`src/hw/rtl/dlfc_pkg.sv`:
```
`timescale 1ns / 1ps
// ----------------------------------------------------------------------------
// dlfc_pkg
// shared types and constants of the display link framer and checker
// ----------------------------------------------------------------------------
package dlfc_pkg;

   localparam int BYTE_W    = 8;
   localparam int CNT_W     = 6;
   localparam int RX_POS_W  = 9;
   localparam int KIND_W    = 2;
   localparam int STAT_W    = 2;
   localparam int CSR_IDX_W = 2;

   // register indexes
   localparam logic [CSR_IDX_W-1:0] CSR_SEND_CTRL    = 2'd0;
   localparam logic [CSR_IDX_W-1:0] CSR_REQUEST_CTRL = 2'd1;

   localparam logic [BYTE_W-1:0] SEND_CTRL_RESET    = 8'd17;
   localparam logic [BYTE_W-1:0] REQUEST_CTRL_RESET = 8'd18;

   // request types
   localparam logic REQ_TX = 1'b0;
   localparam logic REQ_RX = 1'b1;

   // result kinds
   localparam logic [KIND_W-1:0] KIND_LINE      = 2'd0;
   localparam logic [KIND_W-1:0] KIND_RX_PAY    = 2'd1;
   localparam logic [KIND_W-1:0] KIND_RX_STATUS = 2'd2;

   // status codes
   localparam logic [STAT_W-1:0] STAT_GOOD    = 2'd0;
   localparam logic [STAT_W-1:0] STAT_BAD_SUM = 2'd1;
   localparam logic [STAT_W-1:0] STAT_EMPTY   = 2'd2;
   localparam logic [STAT_W-1:0] STAT_TX_OVF  = 2'd3;

   typedef enum logic [2:0] {
      SEL_RX   = 3'd0,
      SEL_CTRL = 3'd1,
      SEL_LEN  = 3'd2,
      SEL_PAY  = 3'd3,
      SEL_CHK  = 3'd4
   } out_sel_type;

   typedef struct packed {
      logic        tx_accept;
      logic        rx_accept;
      logic        out_load;
      out_sel_type out_sel;
   } dp_cmd_type;

   typedef struct packed {
      logic out_free;
      logic rx_result;
      logic count_zero;
      logic pay_last;
   } dp_status_type;

endpackage

```
`src/hw/rtl/dlfc_ram.sv`:
```
`timescale 1ns / 1ps
// ----------------------------------------------------------------------------
// dlfc_ram
// generic single write port, single read port ram with registered read
// ----------------------------------------------------------------------------
module dlfc_ram #(
   parameter int WIDTH = 8,
   parameter int DEPTH = 32,
   localparam int AddrW = (DEPTH > 1) ? $clog2(DEPTH) : 1
) (
   input  logic             clock,
   input  logic             wr_en,
   input  logic [AddrW-1:0] wr_addr,
   input  logic [WIDTH-1:0] wr_data,
   input  logic             rd_en,
   input  logic [AddrW-1:0] rd_addr,
   output logic [WIDTH-1:0] rd_data
);

   logic [WIDTH-1:0] mem_ff [DEPTH];
   logic [WIDTH-1:0] rd_data_ff;

   always_ff @(posedge clock) begin
      if (wr_en) begin
         mem_ff[wr_addr] <= wr_data;
      end
      if (rd_en) begin
         rd_data_ff <= mem_ff[rd_addr];
      end
   end

   assign rd_data = rd_data_ff;

endmodule

```
`src/hw/rtl/dlfc_ctrl.sv`:
```
`timescale 1ns / 1ps
// ----------------------------------------------------------------------------
// dlfc_ctrl
// controller: request acceptance and transmit frame emission sequence
// ----------------------------------------------------------------------------
module dlfc_ctrl
   import dlfc_pkg::*;
(
   input  logic          clock,
   input  logic          reset,
   input  logic          req_valid,
   input  logic          req_type,
   input  logic          req_last,
   output logic          req_stall,
   input  dp_status_type dp_status,
   output dp_cmd_type    dp_cmd
);

   typedef enum logic [4:0] {
      ST_IDLE = 5'b00001,
      ST_CTRL = 5'b00010,
      ST_LEN  = 5'b00100,
      ST_PAY  = 5'b01000,
      ST_CHK  = 5'b10000
   } state_type;

   state_type state_ff;
   state_type state_in;
   logic      req_accept;

   assign req_stall  = (state_ff != ST_IDLE) || !dp_status.out_free;
   assign req_accept = req_valid && !req_stall;

   always_comb begin
      state_in          = state_ff;
      dp_cmd.tx_accept  = 1'b0;
      dp_cmd.rx_accept  = 1'b0;
      dp_cmd.out_load   = 1'b0;
      dp_cmd.out_sel    = SEL_RX;
      case (state_ff)
         ST_IDLE: begin
            if (req_accept) begin
               if (req_type == REQ_TX) begin
                  dp_cmd.tx_accept = 1'b1;
                  if (req_last) begin
                     state_in = ST_CTRL;
                  end
               end else begin
                  dp_cmd.rx_accept = 1'b1;
                  dp_cmd.out_load  = dp_status.rx_result;
               end
            end
         end
         ST_CTRL: begin
            dp_cmd.out_sel = SEL_CTRL;
            if (dp_status.out_free) begin
               dp_cmd.out_load = 1'b1;
               state_in        = ST_LEN;
            end
         end
         ST_LEN: begin
            dp_cmd.out_sel = SEL_LEN;
            if (dp_status.out_free) begin
               dp_cmd.out_load = 1'b1;
               state_in        = dp_status.count_zero ? ST_CHK : ST_PAY;
            end
         end
         ST_PAY: begin
            dp_cmd.out_sel = SEL_PAY;
            if (dp_status.out_free) begin
               dp_cmd.out_load = 1'b1;
               state_in        = dp_status.pay_last ? ST_CHK : ST_PAY;
            end
         end
         ST_CHK: begin
            dp_cmd.out_sel = SEL_CHK;
            if (dp_status.out_free) begin
               dp_cmd.out_load = 1'b1;
               state_in        = ST_IDLE;
            end
         end
         default: begin
            state_in = ST_IDLE;
         end
      endcase
   end

   always_ff @(posedge clock) begin
      if (reset) begin
         state_ff <= ST_IDLE;
      end else begin
         state_ff <= state_in;
      end
   end

`ifndef SYNTHESIS
   a_last_starts_frame: assert property (@(posedge clock) disable iff (reset)
      (req_accept && req_type == REQ_TX && req_last) |=> state_ff == ST_CTRL)
      else $error("last transmit request did not start frame emission");

   a_chk_ends_frame: assert property (@(posedge clock) disable iff (reset)
      (state_ff == ST_CHK && dp_status.out_free) |=> state_ff == ST_IDLE)
      else $error("controller did not return to idle after checksum");

   a_no_load_in_emit_without_room: assert property (@(posedge clock) disable iff (reset)
      (state_ff != ST_IDLE && !dp_status.out_free) |=> $stable(state_ff))
      else $error("emission advanced while output register was full");
`endif

endmodule

```
`src/hw/rtl/dlfc_datapath.sv`:
```
`timescale 1ns / 1ps
// ----------------------------------------------------------------------------
// dlfc_datapath
// transmit buffer, checksums, receive tracking, config and output register
// ----------------------------------------------------------------------------
module dlfc_datapath
   import dlfc_pkg::*;
#(
   parameter int MAX_PAYLOAD = 32
) (
   input  logic                 clock,
   input  logic                 reset,
   input  logic [BYTE_W-1:0]    req_data_byte,
   input  logic                 req_last,
   input  logic                 req_want_reply,
   input  logic                 csr_valid,
   input  logic [CSR_IDX_W-1:0] csr_index,
   input  logic [BYTE_W-1:0]    csr_data,
   output logic                 rsp_valid,
   input  logic                 rsp_stall,
   output logic [KIND_W-1:0]    rsp_out_kind,
   output logic [BYTE_W-1:0]    rsp_out_byte,
   output logic [STAT_W-1:0]    rsp_status,
   output logic                 rsp_frame_end,
   input  dp_cmd_type           dp_cmd,
   output dp_status_type        dp_status
);

   localparam int AddrW = (MAX_PAYLOAD > 1) ? $clog2(MAX_PAYLOAD) : 1;
   localparam logic [CNT_W-1:0] MaxCnt = CNT_W'(MAX_PAYLOAD);

   // config registers
   logic [BYTE_W-1:0] send_ctrl_ff;
   logic [BYTE_W-1:0] request_ctrl_ff;

   // transmit accumulation
   logic [CNT_W-1:0]  tx_count_ff;
   logic [BYTE_W-1:0] tx_sum_ff;
   logic              tx_ovf_ff;
   logic              tx_full;
   logic [CNT_W-1:0]  tx_count_in;
   logic [BYTE_W-1:0] tx_sum_in;

   // frame being emitted
   logic [BYTE_W-1:0] frame_ctrl_ff;
   logic [CNT_W-1:0]  frame_cnt_ff;
   logic [BYTE_W-1:0] frame_chk_ff;
   logic [STAT_W-1:0] frame_st_ff;
   logic [BYTE_W-1:0] ctrl_sel;
   logic [CNT_W-1:0]  pay_idx_ff;
   logic [CNT_W-1:0]  pay_idx_next;

   // receive tracking
   logic [RX_POS_W-1:0] rx_pos_ff;
   logic [BYTE_W-1:0]   rx_len_ff;
   logic [BYTE_W-1:0]   rx_sum_ff;
   logic [RX_POS_W-1:0] rx_pay_end;
   logic                rx_in_payload;
   logic [STAT_W-1:0]   rx_close_st;

   // payload buffer
   logic             ram_wr_en;
   logic             ram_rd_en;
   logic [AddrW-1:0] ram_rd_addr;
   logic [BYTE_W-1:0] ram_rd_data;

   // output register
   logic              out_valid_ff;
   logic [KIND_W-1:0] out_kind_ff;
   logic [BYTE_W-1:0] out_byte_ff;
   logic [STAT_W-1:0] out_st_ff;
   logic              out_end_ff;
   logic              out_free;

   always_ff @(posedge clock) begin
      if (reset) begin
         send_ctrl_ff    <= SEND_CTRL_RESET;
         request_ctrl_ff <= REQUEST_CTRL_RESET;
      end else if (csr_valid) begin
         if (csr_index == CSR_SEND_CTRL) begin
            send_ctrl_ff <= csr_data;
         end
         if (csr_index == CSR_REQUEST_CTRL) begin
            request_ctrl_ff <= csr_data;
         end
      end
   end

   // ---- transmit side ----
   assign tx_full     = (tx_count_ff == MaxCnt);
   assign tx_count_in = tx_full ? tx_count_ff : CNT_W'(tx_count_ff + CNT_W'(1));
   assign tx_sum_in   = tx_full ? tx_sum_ff : BYTE_W'(tx_sum_ff + req_data_byte);
   assign ctrl_sel    = req_want_reply ? request_ctrl_ff : send_ctrl_ff;
   assign ram_wr_en   = dp_cmd.tx_accept && !tx_full;

   always_ff @(posedge clock) begin
      if (reset) begin
         tx_count_ff <= '0;
         tx_sum_ff   <= '0;
         tx_ovf_ff   <= 1'b0;
      end else if (dp_cmd.tx_accept) begin
         if (req_last) begin
            tx_count_ff <= '0;
            tx_sum_ff   <= '0;
            tx_ovf_ff   <= 1'b0;
         end else begin
            tx_count_ff <= tx_count_in;
            tx_sum_ff   <= tx_sum_in;
            tx_ovf_ff   <= tx_ovf_ff | tx_full;
         end
      end
   end

   // frame snapshot taken with the last transmit byte
   always_ff @(posedge clock) begin
      if (dp_cmd.tx_accept && req_last) begin
         frame_ctrl_ff <= ctrl_sel;
         frame_cnt_ff  <= tx_count_in;
         frame_chk_ff  <= BYTE_W'(ctrl_sel + {{(BYTE_W-CNT_W){1'b0}}, tx_count_in} + tx_sum_in);
         frame_st_ff   <= (tx_ovf_ff | tx_full) ? STAT_TX_OVF : STAT_GOOD;
      end
   end

   // payload read runs one step ahead of the output register
   assign pay_idx_next = CNT_W'(pay_idx_ff + CNT_W'(1));
   assign dp_status.pay_last   = (pay_idx_next == frame_cnt_ff);
   assign dp_status.count_zero = (frame_cnt_ff == '0);

   always_comb begin
      ram_rd_en   = 1'b0;
      ram_rd_addr = '0;
      if (dp_cmd.out_load && dp_cmd.out_sel == SEL_LEN) begin
         ram_rd_en = !dp_status.count_zero;
      end else if (dp_cmd.out_load && dp_cmd.out_sel == SEL_PAY) begin
         ram_rd_en   = !dp_status.pay_last;
         ram_rd_addr = pay_idx_next[AddrW-1:0];
      end
   end

   always_ff @(posedge clock) begin
      if (dp_cmd.out_load && dp_cmd.out_sel == SEL_LEN) begin
         pay_idx_ff <= '0;
      end else if (dp_cmd.out_load && dp_cmd.out_sel == SEL_PAY) begin
         pay_idx_ff <= pay_idx_next;
      end
   end

   dlfc_ram #(
      .WIDTH (BYTE_W),
      .DEPTH (MAX_PAYLOAD)
   ) u_payload_ram (
      .clock   (clock),
      .wr_en   (ram_wr_en),
      .wr_addr (tx_count_ff[AddrW-1:0]),
      .wr_data (req_data_byte),
      .rd_en   (ram_rd_en),
      .rd_addr (ram_rd_addr),
      .rd_data (ram_rd_data)
   );

   // ---- receive side ----
   assign rx_pay_end    = RX_POS_W'({1'b0, rx_len_ff} + RX_POS_W'(2));
   assign rx_in_payload = (rx_pos_ff < rx_pay_end);
   assign dp_status.rx_result = (rx_pos_ff > RX_POS_W'(1));

   always_comb begin
      if (rx_len_ff == '0) begin
         rx_close_st = STAT_EMPTY;
      end else if (rx_sum_ff != req_data_byte) begin
         rx_close_st = STAT_BAD_SUM;
      end else begin
         rx_close_st = STAT_GOOD;
      end
   end

   always_ff @(posedge clock) begin
      if (reset) begin
         rx_pos_ff <= '0;
         rx_len_ff <= '0;
         rx_sum_ff <= '0;
      end else if (dp_cmd.rx_accept) begin
         if (rx_pos_ff == '0) begin
            rx_sum_ff <= req_data_byte;
            rx_pos_ff <= RX_POS_W'(1);
         end else if (rx_pos_ff == RX_POS_W'(1)) begin
            rx_len_ff <= req_data_byte;
            rx_sum_ff <= BYTE_W'(rx_sum_ff + req_data_byte);
            rx_pos_ff <= RX_POS_W'(2);
         end else if (rx_in_payload) begin
            rx_sum_ff <= BYTE_W'(rx_sum_ff + req_data_byte);
            rx_pos_ff <= RX_POS_W'(rx_pos_ff + RX_POS_W'(1));
         end else begin
            rx_pos_ff <= '0;
            rx_len_ff <= '0;
            rx_sum_ff <= '0;
         end
      end
   end

   // ---- output register ----
   assign out_free           = !out_valid_ff || !rsp_stall;
   assign dp_status.out_free = out_free;

   always_ff @(posedge clock) begin
      if (reset) begin
         out_valid_ff <= 1'b0;
      end else if (dp_cmd.out_load) begin
         out_valid_ff <= 1'b1;
      end else if (!rsp_stall) begin
         out_valid_ff <= 1'b0;
      end
   end

   always_ff @(posedge clock) begin
      if (dp_cmd.out_load) begin
         case (dp_cmd.out_sel)
            SEL_RX: begin
               if (rx_in_payload) begin
                  out_kind_ff <= KIND_RX_PAY;
                  out_byte_ff <= req_data_byte;
                  out_st_ff   <= STAT_GOOD;
                  out_end_ff  <= 1'b0;
               end else begin
                  out_kind_ff <= KIND_RX_STATUS;
                  out_byte_ff <= rx_len_ff;
                  out_st_ff   <= rx_close_st;
                  out_end_ff  <= 1'b1;
               end
            end
            SEL_CTRL: begin
               out_kind_ff <= KIND_LINE;
               out_byte_ff <= frame_ctrl_ff;
               out_st_ff   <= frame_st_ff;
               out_end_ff  <= 1'b0;
            end
            SEL_LEN: begin
               out_kind_ff <= KIND_LINE;
               out_byte_ff <= {{(BYTE_W-CNT_W){1'b0}}, frame_cnt_ff};
               out_st_ff   <= frame_st_ff;
               out_end_ff  <= 1'b0;
            end
            SEL_PAY: begin
               out_kind_ff <= KIND_LINE;
               out_byte_ff <= ram_rd_data;
               out_st_ff   <= frame_st_ff;
               out_end_ff  <= 1'b0;
            end
            SEL_CHK: begin
               out_kind_ff <= KIND_LINE;
               out_byte_ff <= frame_chk_ff;
               out_st_ff   <= frame_st_ff;
               out_end_ff  <= 1'b1;
            end
            default: begin
               out_kind_ff <= KIND_LINE;
               out_byte_ff <= frame_chk_ff;
               out_st_ff   <= frame_st_ff;
               out_end_ff  <= 1'b1;
            end
         endcase
      end
   end

   assign rsp_valid     = out_valid_ff;
   assign rsp_out_kind  = out_kind_ff;
   assign rsp_out_byte  = out_byte_ff;
   assign rsp_status    = out_st_ff;
   assign rsp_frame_end = out_end_ff;

`ifndef SYNTHESIS
   a_tx_count_bounded: assert property (@(posedge clock) disable iff (reset)
      tx_count_ff <= MaxCnt)
      else $error("transmit count exceeds buffer depth");

   a_pay_read_in_frame: assert property (@(posedge clock) disable iff (reset)
      (dp_cmd.out_load && dp_cmd.out_sel == SEL_PAY) |-> pay_idx_ff < frame_cnt_ff)
      else $error("payload index beyond frame length");

   a_rx_pos_bounded: assert property (@(posedge clock) disable iff (reset)
      (rx_pos_ff > RX_POS_W'(1)) |-> rx_pos_ff <= rx_pay_end)
      else $error("receive position beyond checksum byte");
`endif

endmodule

```
`src/hw/rtl/display_link_framer_checker_top.sv`:
```
`timescale 1ns / 1ps
// ----------------------------------------------------------------------------
// display_link_framer_checker_top
// serial display link framer (transmit) and frame checker (receive)
// ----------------------------------------------------------------------------
// Transmit payload bytes and received line bytes are taken one request per
// cycle while the controller is idle and the output register has room. A
// received byte gives at most one result, and a request is taken in the same
// cycle as the previous result leaves the output register. The transmit
// request marked last starts emission of the frame: control byte, length,
// payload and checksum, one line byte per cycle unless the output stalls, from
// the single output register and the one read port of the payload buffer;
// requests are held off until the checksum byte has been loaded. No clearing
// pass is run after reset; configuration writes are taken in any cycle.
module display_link_framer_checker_top
   import dlfc_pkg::*;
#(
   parameter int MAX_PAYLOAD = 32
) (
   input  logic                 clock,
   input  logic                 reset,
   input  logic                 req_valid,
   output logic                 req_stall,
   input  logic                 req_type,
   input  logic [BYTE_W-1:0]    req_data_byte,
   input  logic                 req_last,
   input  logic                 req_want_reply,
   output logic                 rsp_valid,
   input  logic                 rsp_stall,
   output logic [KIND_W-1:0]    rsp_out_kind,
   output logic [BYTE_W-1:0]    rsp_out_byte,
   output logic [STAT_W-1:0]    rsp_status,
   output logic                 rsp_frame_end,
   input  logic                 csr_valid,
   output logic                 csr_ready,
   input  logic [CSR_IDX_W-1:0] csr_index,
   input  logic [BYTE_W-1:0]    csr_data
);

   dp_cmd_type    dp_cmd;
   dp_status_type dp_status;

   assign csr_ready = 1'b1;

   dlfc_ctrl u_ctrl (
      .clock     (clock),
      .reset     (reset),
      .req_valid (req_valid),
      .req_type  (req_type),
      .req_last  (req_last),
      .req_stall (req_stall),
      .dp_status (dp_status),
      .dp_cmd    (dp_cmd)
   );

   dlfc_datapath #(
      .MAX_PAYLOAD (MAX_PAYLOAD)
   ) u_datapath (
      .clock          (clock),
      .reset          (reset),
      .req_data_byte  (req_data_byte),
      .req_last       (req_last),
      .req_want_reply (req_want_reply),
      .csr_valid      (csr_valid),
      .csr_index      (csr_index),
      .csr_data       (csr_data),
      .rsp_valid      (rsp_valid),
      .rsp_stall      (rsp_stall),
      .rsp_out_kind   (rsp_out_kind),
      .rsp_out_byte   (rsp_out_byte),
      .rsp_status     (rsp_status),
      .rsp_frame_end  (rsp_frame_end),
      .dp_cmd         (dp_cmd),
      .dp_status      (dp_status)
   );

endmodule
```
`config.mk`:
```
export PLATFORM = sky130hd
export DESIGN_NAME = display_link_framer_checker_top
export DESIGN_NICKNAME = d
export VERILOG_FILES = /design/src/hw/rtl/dlfc_pkg.sv /design/src/hw/rtl/dlfc_ram.sv /design/src/hw/rtl/dlfc_ctrl.sv /design/src/hw/rtl/dlfc_datapath.sv /design/src/hw/rtl/display_link_framer_checker_top.sv
export SDC_FILE = /design/constraint.sdc
export NUM_CORES = 1
export LEC_CHECK = 0
export BUFFER_PORTS_ARGS = -buffer_cell sky130_fd_sc_hd__buf_2
export CORE_UTILIZATION = 55
export DETAILED_ROUTE_END_ITERATION = 8
export PLACE_DENSITY = 0.74
export SLEW_MARGIN = 20
export SYNTH_ARGS = -nofsm -noshare
export SYNTH_HDL_FRONTEND = slang
export SYNTH_SLANG_ARGS = --single-unit
```
`constraint.sdc`:
```
create_clock -name clock -period 4.8 [get_ports clock]
set_input_delay 0.48 -clock clock [delete_from_list [all_inputs] [get_ports clock]]
set_output_delay 0.48 -clock clock [all_outputs]
set_load 0.1 [all_outputs]
```
# After elaboration in Yosys (flattened, before gate mapping)
# Memories as Yosys holds them, arrays and structs flattened. A register that Yosys moved wholly into a read port is not among the register bits.
# Cells that the tools add are included.
[word_totals] rom_bits=0 n_memories=1 mem_bits_rw=256 latchBits=0 out_inout_bits=16 elab_cells=129 in_bits=26 regBits=105
[op_classes] eq_ne=23 muxes=49 reduce_logical=25 n_addsub=8 shifts=0 n_lt_le_gt_ge=2 bitwise=2 n_div=0 n_mul=0
[mem_list] memory="u_datapath.u_payload_ram.mem_ff" words=32 width=8 rd=1 rd_clocked_by_memory_dff=1 write_ports=1 line_no="dlfc_ram.sv:20" text="logic [WIDTH-1:0] mem_ff [DEPTH];"
[op_table] operator="$mux 8" count=9
[op_table] operator="$mux 5" count=11
[op_table] operator="$pmux 8 s4" count=1
[op_table] operator="$mux 9" count=3
[op_table] operator="$pmux 5 s5" count=1
[op_table] operator="$add 8x8->8" count=3
[op_table] operator="$mux 2" count=7
[op_table] operator="$add 6x1->6 const B" count=2
[op_table] operator="$mux 6" count=2
[op_table] operator="$ne 2x1->1 const B" count=6
[op_table] operator="$pmux 3 s4" count=1
[op_table] operator="$mux 1" count=11
[op_table] operator="$add 8x2->9 const B" count=1
[op_table] operator="$add 9x1->9 const B" count=1
[op_table] operator="$eq 9x1->1 const B" count=1
[op_table] operator="$gt 9x1->1 const B" count=1
[op_table] operator="$logic_not 9->1" count=1
[op_table] operator="$lt 9x9->1" count=1
[op_table] operator="$add 8x6->8" count=1
[op_table] operator="$logic_not 8->1" count=1
[op_table] operator="$ne 8x8->1" count=1
[op_table] operator="$logic_not 1->1" count=7
[op_table] operator="$reduce_and 7->1" count=1
[op_table] operator="$eq 3x2->1 const B" count=2
[op_table] operator="24 further kinds" count=33

# Depth between registers and ports, before layout
# Gate-level depths: netlist of the first run.
[logic_depth] depth_word=11 depth_mapped=20

# Modules after synthesis
# Synthesis of the first run repeated with hierarchy kept, for this count alone.
[unflattened] hier_cells=1098 hier_area_um2=16627.2
[by_module_without_submodules] mod="dlfc_ram" cells_per_inst=417 instances=1 area_each_um2=10133.5
[by_module_without_submodules] mod="dlfc_datapath" cells_per_inst=614 instances=1 area_each_um2=5950.7
[by_module_without_submodules] mod="dlfc_ctrl" cells_per_inst=65 instances=1 area_each_um2=531.8
[by_module_without_submodules] mod="display_link_framer_checker_top" cells_per_inst=2 instances=1 area_each_um2=11.3

# Worst setup path after synthesis of the first run
# OpenSTA, ideal clock, no wires.
[synth_timing] path_type="reg2reg" start="reg u_datapath.out_valid_ff, in the netlist u_datapath.rsp_valid" end="reg u_ctrl.state_ff[0]" arrival_time_ps=3752 path_stages_with_launch=9 setup_time_ps=123 setup_slack_ps=924 cell_sequence="dfxtp_1 > nand2_1 > nand3_1 > nor3b_2 > and2_1 > a21oi_1 > nor3_1 > a21oi_1 > or2_2"
[synth_between] elab_chain_cells=8 word_cells_on_any_way=12
[synth_lines] item="from (decl)" line_no="dlfc_datapath.sv:68" text="logic out_valid_ff;"
[synth_lines] item="from (signal assigned)" line_no="dlfc_datapath.sv:206" text="out_valid_ff <= 1'b0;"
[synth_lines] item="from (signal assigned)" line_no="dlfc_datapath.sv:208" text="out_valid_ff <= 1'b1;"
[synth_lines] item="from (signal assigned)" line_no="dlfc_datapath.sv:210" text="out_valid_ff <= 1'b0;"
[synth_lines] item="$logic_not 1->1" line_no="dlfc_datapath.sv:201" text="assign out_free = !out_valid_ff || !rsp_stall;"
[synth_lines] item="$logic_or 1x1->1" line_no="dlfc_datapath.sv:201"
[synth_lines] item="$logic_not 1->1" line_no="dlfc_ctrl.sv:31" text="assign req_stall = (state_ff != ST_IDLE) || !dp_status.out_free;"
[synth_lines] item="$logic_or 1x1->1" line_no="dlfc_ctrl.sv:31"
[synth_lines] item="net req_stall" line_no="display_link_framer_checker_top.sv:23" text="output logic req_stall,"
[synth_lines] item="$logic_not 1->1" line_no="dlfc_ctrl.sv:32" text="assign req_accept = req_valid && !req_stall;"
[synth_lines] item="$logic_and 1x1->1" line_no="dlfc_ctrl.sv:32"
[synth_lines] item="$ne 2x1->1 (no line)"
[synth_lines] item="$reduce_and 7->1 (no line)"
[synth_lines] item="to (signal assigned)" line_no="dlfc_ctrl.sv:92" text="state_ff <= state_in;"
[synth_lines] item="to (decl)" line_no="dlfc_ctrl.sv:27" text="state_type state_ff;"
# The timed path passes the listed nets, and every way through them passes these cells.
# A chain may end at the register's enable or synchronous reset.

# Worst setup path in the final report of the first run
[layout_timing] start="reg u_datapath.tx_count_ff[0]" end="reg u_datapath.frame_chk_ff[7] (data pin)"
[layout_between] elab_chain_cells=4 word_cells_on_any_way=6
[layout_lines] item="from (decl)" line_no="dlfc_datapath.sv:37" text="logic [CNT_W-1:0] tx_count_ff;"
[layout_lines] item="from (signal assigned)" line_no="dlfc_datapath.sv:107" text="tx_count_ff <= tx_count_in;"
[layout_lines] item="$add 6x1->6 or $eq 6x6->1 (tied branches)" line_no="dlfc_datapath.sv:91, dlfc_datapath.sv:90"
[layout_lines] item="$mux 6" line_no="dlfc_datapath.sv:91" text="assign tx_count_in = tx_full ? tx_count_ff : CNT_W'(tx_count_ff + CNT_W'(1));"
[layout_lines] item="$add 8x6->8" line_no="dlfc_datapath.sv:119" text="frame_chk_ff <= BYTE_W'(ctrl_sel + {{(BYTE_W-CNT_W){1'b0}}, tx_count_in} + tx_sum_in);"
[layout_lines] item="$add 8x8->8 (*)" line_no="dlfc_datapath.sv:119"
[layout_lines] item="to (signal assigned)" line_no="dlfc_datapath.sv:119"
[layout_lines] item="to (decl)" line_no="dlfc_datapath.sv:47" text="logic [BYTE_W-1:0] frame_chk_ff;"
# Every way passes the cells marked *; elsewhere a longest branch is shown, timed or not.

==> results.md, run 1 <==
- The first global-routing pass estimated 65.1 mm of wire.
- Adding up every negative setup slack in the final design gives 0 ps.
- The initial utilization of the core area, before any placement, comes to 0.564.
- During synthesis, Yosys emitted a total of 0 warnings.
- The number of endpoints with negative hold slack in the final report came to 0.
- For this run, the register share of the synthesized area comes to 0.616.
- The flip-flop cell with the highest count after synthesis is edfxtp_1.
- The worst-case setup slack after placement is 754 ps.
- Counting every net in the synthesized netlist gives 1445.
- The root buffer cell is clkbuf_16.
- After clock tree synthesis, the setup repair step added 0 buffers.
- The worst setup path is of the reg2reg kind.
- The number of buffers created by CTS is 38.
- Relative to the synthesized area, the layout overhead comes to 11.1%.
- After global routing the overflow that remains totals 0.
- At the later pin of the worst-skew pair, clock insertion delay measures 540 ps.
- At the worst endpoint, the arrival time is 4400 ps.
- The clock net in this run drives a total of 368 sinks.
- The initial antenna violation count came to 0.
- Summing internal, switching and leakage power gives 0.00691 W.
- The post-detailed-route count of antenna-violating nets is 0.
- The cell count of the worst hold path is 2.
- The clock power share is 0.428.
- Setup repair after global routing left no endpoint under its margin.
- In the final routed layout, each cell accounts on average for approximately 24 um.
- Setup violations remaining at the end of the flow were counted as 0.
- Measured along the y axis, the die boundary spans 177 um.
- Post-CTS repair changed the size of 0 cells.
- The number of global-route vias before repair came to 11100.
- Across all layers, the routed design uses 11700 vias.
- The fill cell total of the finished layout is 2268.
- For this design the ratio of total power to cell area is 369 nW/um2.
- The first-pass iteration count of the detailed router is 6.
- The commonest cells after synthesis are edfxtp_1 (300), nor2_1 (136), a21oi_1 (78).
- The worst-case IR drop observed on VDD is 0.248 mV.
- The number of nets in the final layout is 1486.
- The flow ran to the end, and the final reports show no timing, DRC or antenna violations.
- Of the total power, combinational logic draws 0.063.
- STA classifies the critical path startpoint as a register.
- No sink is reached through more buffers than the 3 on the longest clock path.
- The area of the mapped netlist is about 17000 um2.
- Of the available clock period, the critical path in the final layout requires 0.861.
- At the worst endpoint, the required time is 5070 ps.
- The die covers 31300 um2.
- The worst path needs 4130 ps of the cycle, external delays included.
- The violation count after the first detailed-routing iteration is 1372.
- Counting flops with an async set or reset pin after synthesis yields a share of 0.
- In this run the tightest slew margin relative to its limit is 0.294.
- The average instance area after synthesis is 12.3 um2.
- The post-synthesis register bit count is about 370.
- The H-tree level count is 2.
- Yosys attributes the largest share of cell area to edfxtp_1 (53%), dfxtp_1 (8.1%), mux2i_1 (4.3%).
- Routability-driven placement finished with a final weighted congestion of 0.977.
- For this run, design rule violations remaining after detail routing come to 0.
- The sequential share of power is 0.509.
- The number of cell rows is 63.
- The share of synthesized area in the top cell type comes to 0.535.
- For this design the static power due to leakage is 6.50 nW.
- At the pin with the least slew margin, the transition time is 1060 ps.
- After clock tree synthesis, the clock-pin slew on the worst setup and hold paths is 60 ps.
- The setup slack of the critical path after layout is 670 ps.
- The half-perimeter wire length after placement is about 29 mm.
- Measured in cells, the most critical reg-to-reg path has a length of 18.
- The number of different library cells in the post-synthesis netlist is 82.
- After detailed routing, the number of vias per cell comes to 6.37.
- The gate count after technology mapping is 1372.
- The number of max-cap violations is 0.
- 42 I/O pins were placed.
- After clock tree synthesis, the flow added hold-fix buffers numbering 0.
- The final max-slew violation count is 0.
- The most common cell in the synthesized netlist is edfxtp_1.
- The synthesized design spends more area on one cell type than any other, namely edfxtp_1.
- The analysis attributes to net switching a power of ~0.0016 W.
- The switching fraction of total power is 0.227.
- The type of element capturing the critical path is a register.
- The repair_antennas step left the layout with diodes totalling 0.
- Across every metal layer, demand over resource in global routing totals 0.279.
- The top fanout value on the critical path is 11.
- The routed design has approximately 43 mm of wire.
- In this run, synthesis inferred 300 flip-flops with an integrated enable.
- The worst min-delay path category is in2reg.
- The port buffer count is 40.
- The region available for standard cell placement spans 29900 um2.
- Measured along the x axis, the die boundary spans 177 um.
- The fraction of layout cells with a size suffix above 1 is 0.119.
- The internal power component is 0.00534 W.
- Timing would allow up to between 200 and 250 MHz.
- Across the routed clock network, the largest skew measured is 14.4 ps.
- The TritonCTS clock tree is yes.
- The maximum number of pins on one net before global-route repair is 42.
-- sequential cells by signal, summed over array words and instances, names as in the netlist, 8 cells and up --
register                          cells
u_datapath.rx_len_ff                  8
u_datapath.request_ctrl_ff            8
u_datapath.rx_sum_ff                  8
u_datapath.frame_ctrl_ff              8
u_datapath.rx_pos_ff                  9
u_datapath.send_ctrl_ff               8
u_datapath.tx_sum_ff                  8
u_datapath.rsp_out_byte               8
u_datapath.u_payload_ram.mem_ff     256
u_datapath.frame_chk_ff               8
u_datapath.u_payload_ram.rd_data      8
-- metrics by stage --
| stage | hold WS (ps) | utilization | area (um2) | std cells |
|---|---|---|---|---|
| final | 163 | 0.626 | 18700 | 1831 |
| after global routing | 165 | 0.626 | 18700 | 1831 |
| after detailed placement | 455 | 0.585 | 17500 | 1763 |
| after CTS | 151 | 0.626 | 18700 | 1831 |
| after floorplan | 435 | - | 16800 | 1372 |
| after global placement | 443 | 0.585 | 17500 | 1763 |
-- cells by family (layout without fill, tap and decap cells) --
kind of cell,count (synthesis),count (layout),share of synthesized area
adders and majority gates,47,47,0.0389
DFF,368,368,0.616
xor gates and xnor gates,46,46,0.0239
AOI/OAI and AO/OA,310,310,0.124
other,1,1,0.000223
muxes,93,93,0.0570
and+or+nand+nor,382,382,0.110
buffers and inverters,125,194,0.0308
-- worst paths after layout --
kind / start / endpoint / slack, ps
setup reg to reg: u_datapath.tx_count_ff[0] / u_datapath.frame_chk_ff[7] / 670
setup / recovery: u_datapath.tx_count_ff[0] / u_datapath.frame_chk_ff[7] / 670
hold reg to reg: u_datapath.request_ctrl_ff[1] / u_datapath.request_ctrl_ff[1] / 470
hold / removal: csr_data[0] / u_datapath.send_ctrl_ff[0] / 160
-- routing by layer --
metal | track usage | part of all wire | wire [um]
met3 | 0.0679 | 0.11 | 4530
met2 | 0.422 | 0.45 | 19500
met4 | 0.104 | 0.033 | 1430
met1 | 0.391 | 0.41 | 17600
met5 | 0 | 0 | 0
-- critical path, stage by stage (launching register included) --
cell and delay, ps:
dfxtp_1 380, inv_1 130, ha_1 200, nor2b_1 170
nand3_1 310, buf_4 300, o21ai_0 280, fa_1 470
inv_1 70, ha_1 170, inv_1 70, fa_1 460
inv_1 80, a21oi_1 60, o21bai_1 200, a21o_1 140
a21oi_1 70, xnor2_1 210, xor2_1 100
-- cell usage in the layout (no fill, tap or decap), drive strengths merged, types with 14 or more instances in the layout --
cell	count
buf	72
mux2	20
a21oi	78
a221oi	25
o21ai	59
a31oi	14
a211oi	18
ha	38
inv	56
nand3	38
xnor2	26
clkinv	16
nand2	73
clkbuf	42
xor2	20
edfxtp	300
nor2	139
nor4	19
nor3	40
nand2b	14
dfxtp	68
mux2i	73
-- area by class of cell --
type	count	area [um2]	area share
flip-flops and latches	368	10400	0.554
repair buffers	72	440	0.0235
clock buffers	42	987	0.0528
inverters	54	203	0.0108
multi-input cells	879	5970	0.319
well taps	390	488	0.0261
clock inverters	26	251	0.0134
-- power by group through the flow --
stage                     clock network [W]  registers [W]  logic (W)
after floorplan                           0        0.00360   0.000262
after global placement                    0        0.00358   0.000415
after CTS                           0.00298        0.00352   0.000431
after detailed placement                  0        0.00358   0.000427
final                               0.00296        0.00352   0.000434
after global routing                0.00309        0.00352   0.000474
Note: power is estimated with default switching activity, not from simulation.
==> run 2, diff against run 1 <==
- CORE_UTILIZATION: 55 -> 32
- PLACE_DENSITY: 0.74 -> 0.46
==> run 2 against run 1 <==
Worst hold slack got worse by 42 ps. Sequential cell count unchanged. Register-to-register slack improved by 30 ps. Count of clock-buffer cells in the layout increased by 14. Critical endpoint unchanged. Power increased by 3.2%. Clock skew increased by 16 ps. Worst setup slack improved by 33 ps. Largest power group unchanged.
==> results.md, run 2 (synthesis gave the netlist of run 1 again) <==
- Status: finished, final reports clean (unchanged).
- The placer congestion estimate is 0.889 (was 0.977).
- The area enclosed by the die boundary is 53600 um2 (was 31300 um2).
- The DRC violations left came to 0 (unchanged).
- The number of diodes added for antenna fixing is 0 (unchanged).
- The data required time of the worst path is 5110 ps (was 5070 ps).
- Setup repair after global routing missed its margin: false (unchanged).
- The post-detailed-route count of antenna-violating nets is 0 (unchanged).
- The initial antenna violation count is 1 (was 0).
- The flip-flop count of the largest register after layout is 256 (unchanged).
- The setup slack on the worst flop-to-flop path is 700 ps (was 670 ps).
- Largest registers ranked by flip-flop count: u_datapath.u_payload_ram.mem_ff (256), u_datapath.rx_pos_ff (9) (unchanged).
- The cell leakage power is 6.61 nW (was 6.50 nW).
- The type of element capturing the critical path is a register (unchanged).
- The number of endpoints with negative hold slack in the final report came to 0 (unchanged).
- The worst min-delay path category is in2reg (unchanged).
- The total core area is 51600 um2 (was 29900 um2).
- The fill cell total of the finished layout is 4917 (was 2268).
- The number of buffers created by CTS is 42 (was 38).
- The fraction of layout cells with a size suffix above 1 came to 0.127 (was 0.119).
- The slew at the pin closest to its max-slew limit is 1060 ps (about the same).
- The total setup violations reported at the end of the flow came to 0 (unchanged).
- The accumulated negative setup slack is 0 ps (unchanged).
- The largest register by flop count is u_datapath.u_payload_ram.mem_ff (unchanged).
- The total of cells resized after clock tree synthesis is 0 (unchanged).
- The number of max-cap violations is 0 (unchanged).
- The total detailed-routing wirelength came to 50.7 mm (was 43.1 mm).
- The leftover overflow at the end of global routing is 0 (unchanged).
- The area added between synthesis and finish is 14.4% (was 11.1%).
- The final max-slew violation count came to 0 (unchanged).
- The maximum number of pins on one net before global-route repair is 57 (was 42).
- The most frequent standard cell in the layout excluding fill and tap cells is edfxtp_1 (unchanged).
- The hold-fix buffer count after cts came to 0 (unchanged).
- The overall global routing resource usage is 0.191 (was 0.279).
- The clock tree buffer depth is 3 (unchanged).
- The number of global-route vias before repair is 11200 (was 11100).
- The first-pass iteration count of the detailed router came to 5 (was 6).
- The start point of the worst hold path is csr_data[4] (was csr_data[0]).
- The effective utilization at floorplan is 0.326 (was 0.564).
- The maximum clock skew at final layout was 30.8 ps (was 14.4 ps).
- The number of cell rows is 83 (was 63).
- The final critical-path share of the clock period is 0.854 (was 0.861).
- The power per cell area came to 370 nW/um2 (was 369 nW/um2).
- The number of top-level pins is 42 (unchanged).
- The clock latency on the worst-skew pair was 590 ps (was 540 ps).
- The total placed cells including tap cells came to 2064 (was 1763).
- The port buffer count is 40 (unchanged).
- The type of element launching the critical path is a register (unchanged).
- The TritonCTS clock tree is yes (unchanged).
- The vias per cell is 5.31 (was 6.37).
- The relative slew slack is 0.293 (was 0.294).
- The number of buffers inserted to repair setup after CTS is 0 (unchanged).
- The mean routed wirelength per cell is 23.7 um (was 23.5 um).
- The post-layout utilization of the core is 0.373 (was 0.626).
- The clock-pin slew on the worst setup and hold paths is 60 ps (about the same).
- The root buffer cell is clkbuf_16 (unchanged).
- The final worst hold slack is 120 ps (was 163 ps).
- The shortest clock period the worst path allows after layout is 4100 ps (was 4130 ps).
- The number of nets in the final layout is 1501 (was 1486).
- The width of the die is 231 um (was 177 um).
- The half-perimeter wire length after placement is 34.4 mm (was 28.5 mm).
- The top fanout value on the critical path is 12 (was 11).
- The number of standard cells in the layout, taps in and fillers out is 2140 (was 1831).
- The global-route wire length before repair is 75.1 mm (was 65.1 mm).
- The origin of the critical flop-to-flop path is u_datapath.tx_count_ff[0] (unchanged).
- Commonest non-fill, non-tap cells in the layout: edfxtp_1 (300), nor2_1 (135), a21oi_1 (78) (unchanged).
- The violation count after the first detailed-routing iteration is 1042 (was 1372).
- The startpoint of the worst setup timing path is u_datapath.tx_count_ff[0] (unchanged).
- The maximum frequency from static timing analysis came to 244 MHz (was 242 MHz).
- The classification of the worst setup path is reg2reg (unchanged).
- The total number of clock tree sinks was 368 (unchanged).
- The arrival time of data at the critical path endpoint came to 4410 ps (was 4400 ps).
- The maximum VDD drop was 0.208 mV (was 0.248 mV).
- The via count of the routed design was 11400 (was 11700).
- The overall die height is 231 um (was 177 um).
- The H-tree level count is 2 (unchanged).
[run 2: cell count changes in the layout (fill, tap and decap cells not counted), sizes merged]
cell      before  now
inv           56   55
bufinv         4    3
clkbuf        42   56
clkinvlp       4    1
buf           72   83
clkinv        16   15
[run 2: per-layer routing]
layer	GRT usage	up-vias	wire length [um]	share of wire
met5	0	-	0	0
met3	0.0252	62	2630	0.052
met4	0.0579	0	1110	0.022
met1	0.272	5669	23600	0.46
li1	-	5289	-	-
met2	0.300	342	23400	0.46
[run 2: cell type report]
| cell class | instances | area (um2) | area share |
|---|---|---|---|
| clock buffer | 56 | 1130 | 0.0588 |
| clock inverter | 20 | 220 | 0.0114 |
| inverter | 54 | 203 | 0.0105 |
| multi-input combinational | 879 | 5970 | 0.310 |
| sequential | 368 | 10400 | 0.538 |
| tap | 680 | 851 | 0.0441 |
| timing repair buffer | 83 | 523 | 0.0271 |
[run 2: critical path: stages, from the launching register on]
cell	delay [ps]
dfxtp_1	380
inv_1	120
ha_1	220
nor2b_1	200
nand3_1	350
o21ai_0	460
inv_1	110
fa_1	460
inv_1	60
ha_1	150
inv_1	60
fa_1	450
inv_1	70
a21oi_1	60
o21bai_1	200
a21o_1	150
a21oi_1	70
xnor2_1	130
xor2_1	140
[run 2: report_power, final]
group | total [W] | switching (W) | internal, W
Clock | 0.00317 | 0.00133 | 0.00183
Combinational | 0.000446 | 0.000303 | 0.000144
Sequential | 0.00352 | 0.0000248 | 0.00349
Total | 0.00713 | 0.00166 | 0.00547
[run 2: through the flow]
step	worst slack, ps	total power (W)	cell area, um2
2_1_floorplan	924	0.00386	16800
3_3_place_gp	810	0.00403	17900
3_5_place_dp	740	0.00404	17900
4_1_cts	707	0.00722	19300
5_1_grt	292	0.00737	19300
6_report	703	0.00713	19300
[run 2: worst paths after layout]
path                                endpoint  cells past startpoint
hold reg to reg      u_datapath.tx_sum_ff[4]                      2
hold / removal    u_datapath.send_ctrl_ff[4]                      2
setup reg to reg  u_datapath.frame_chk_ff[7]                     18
setup / recovery  u_datapath.frame_chk_ff[7]                     18
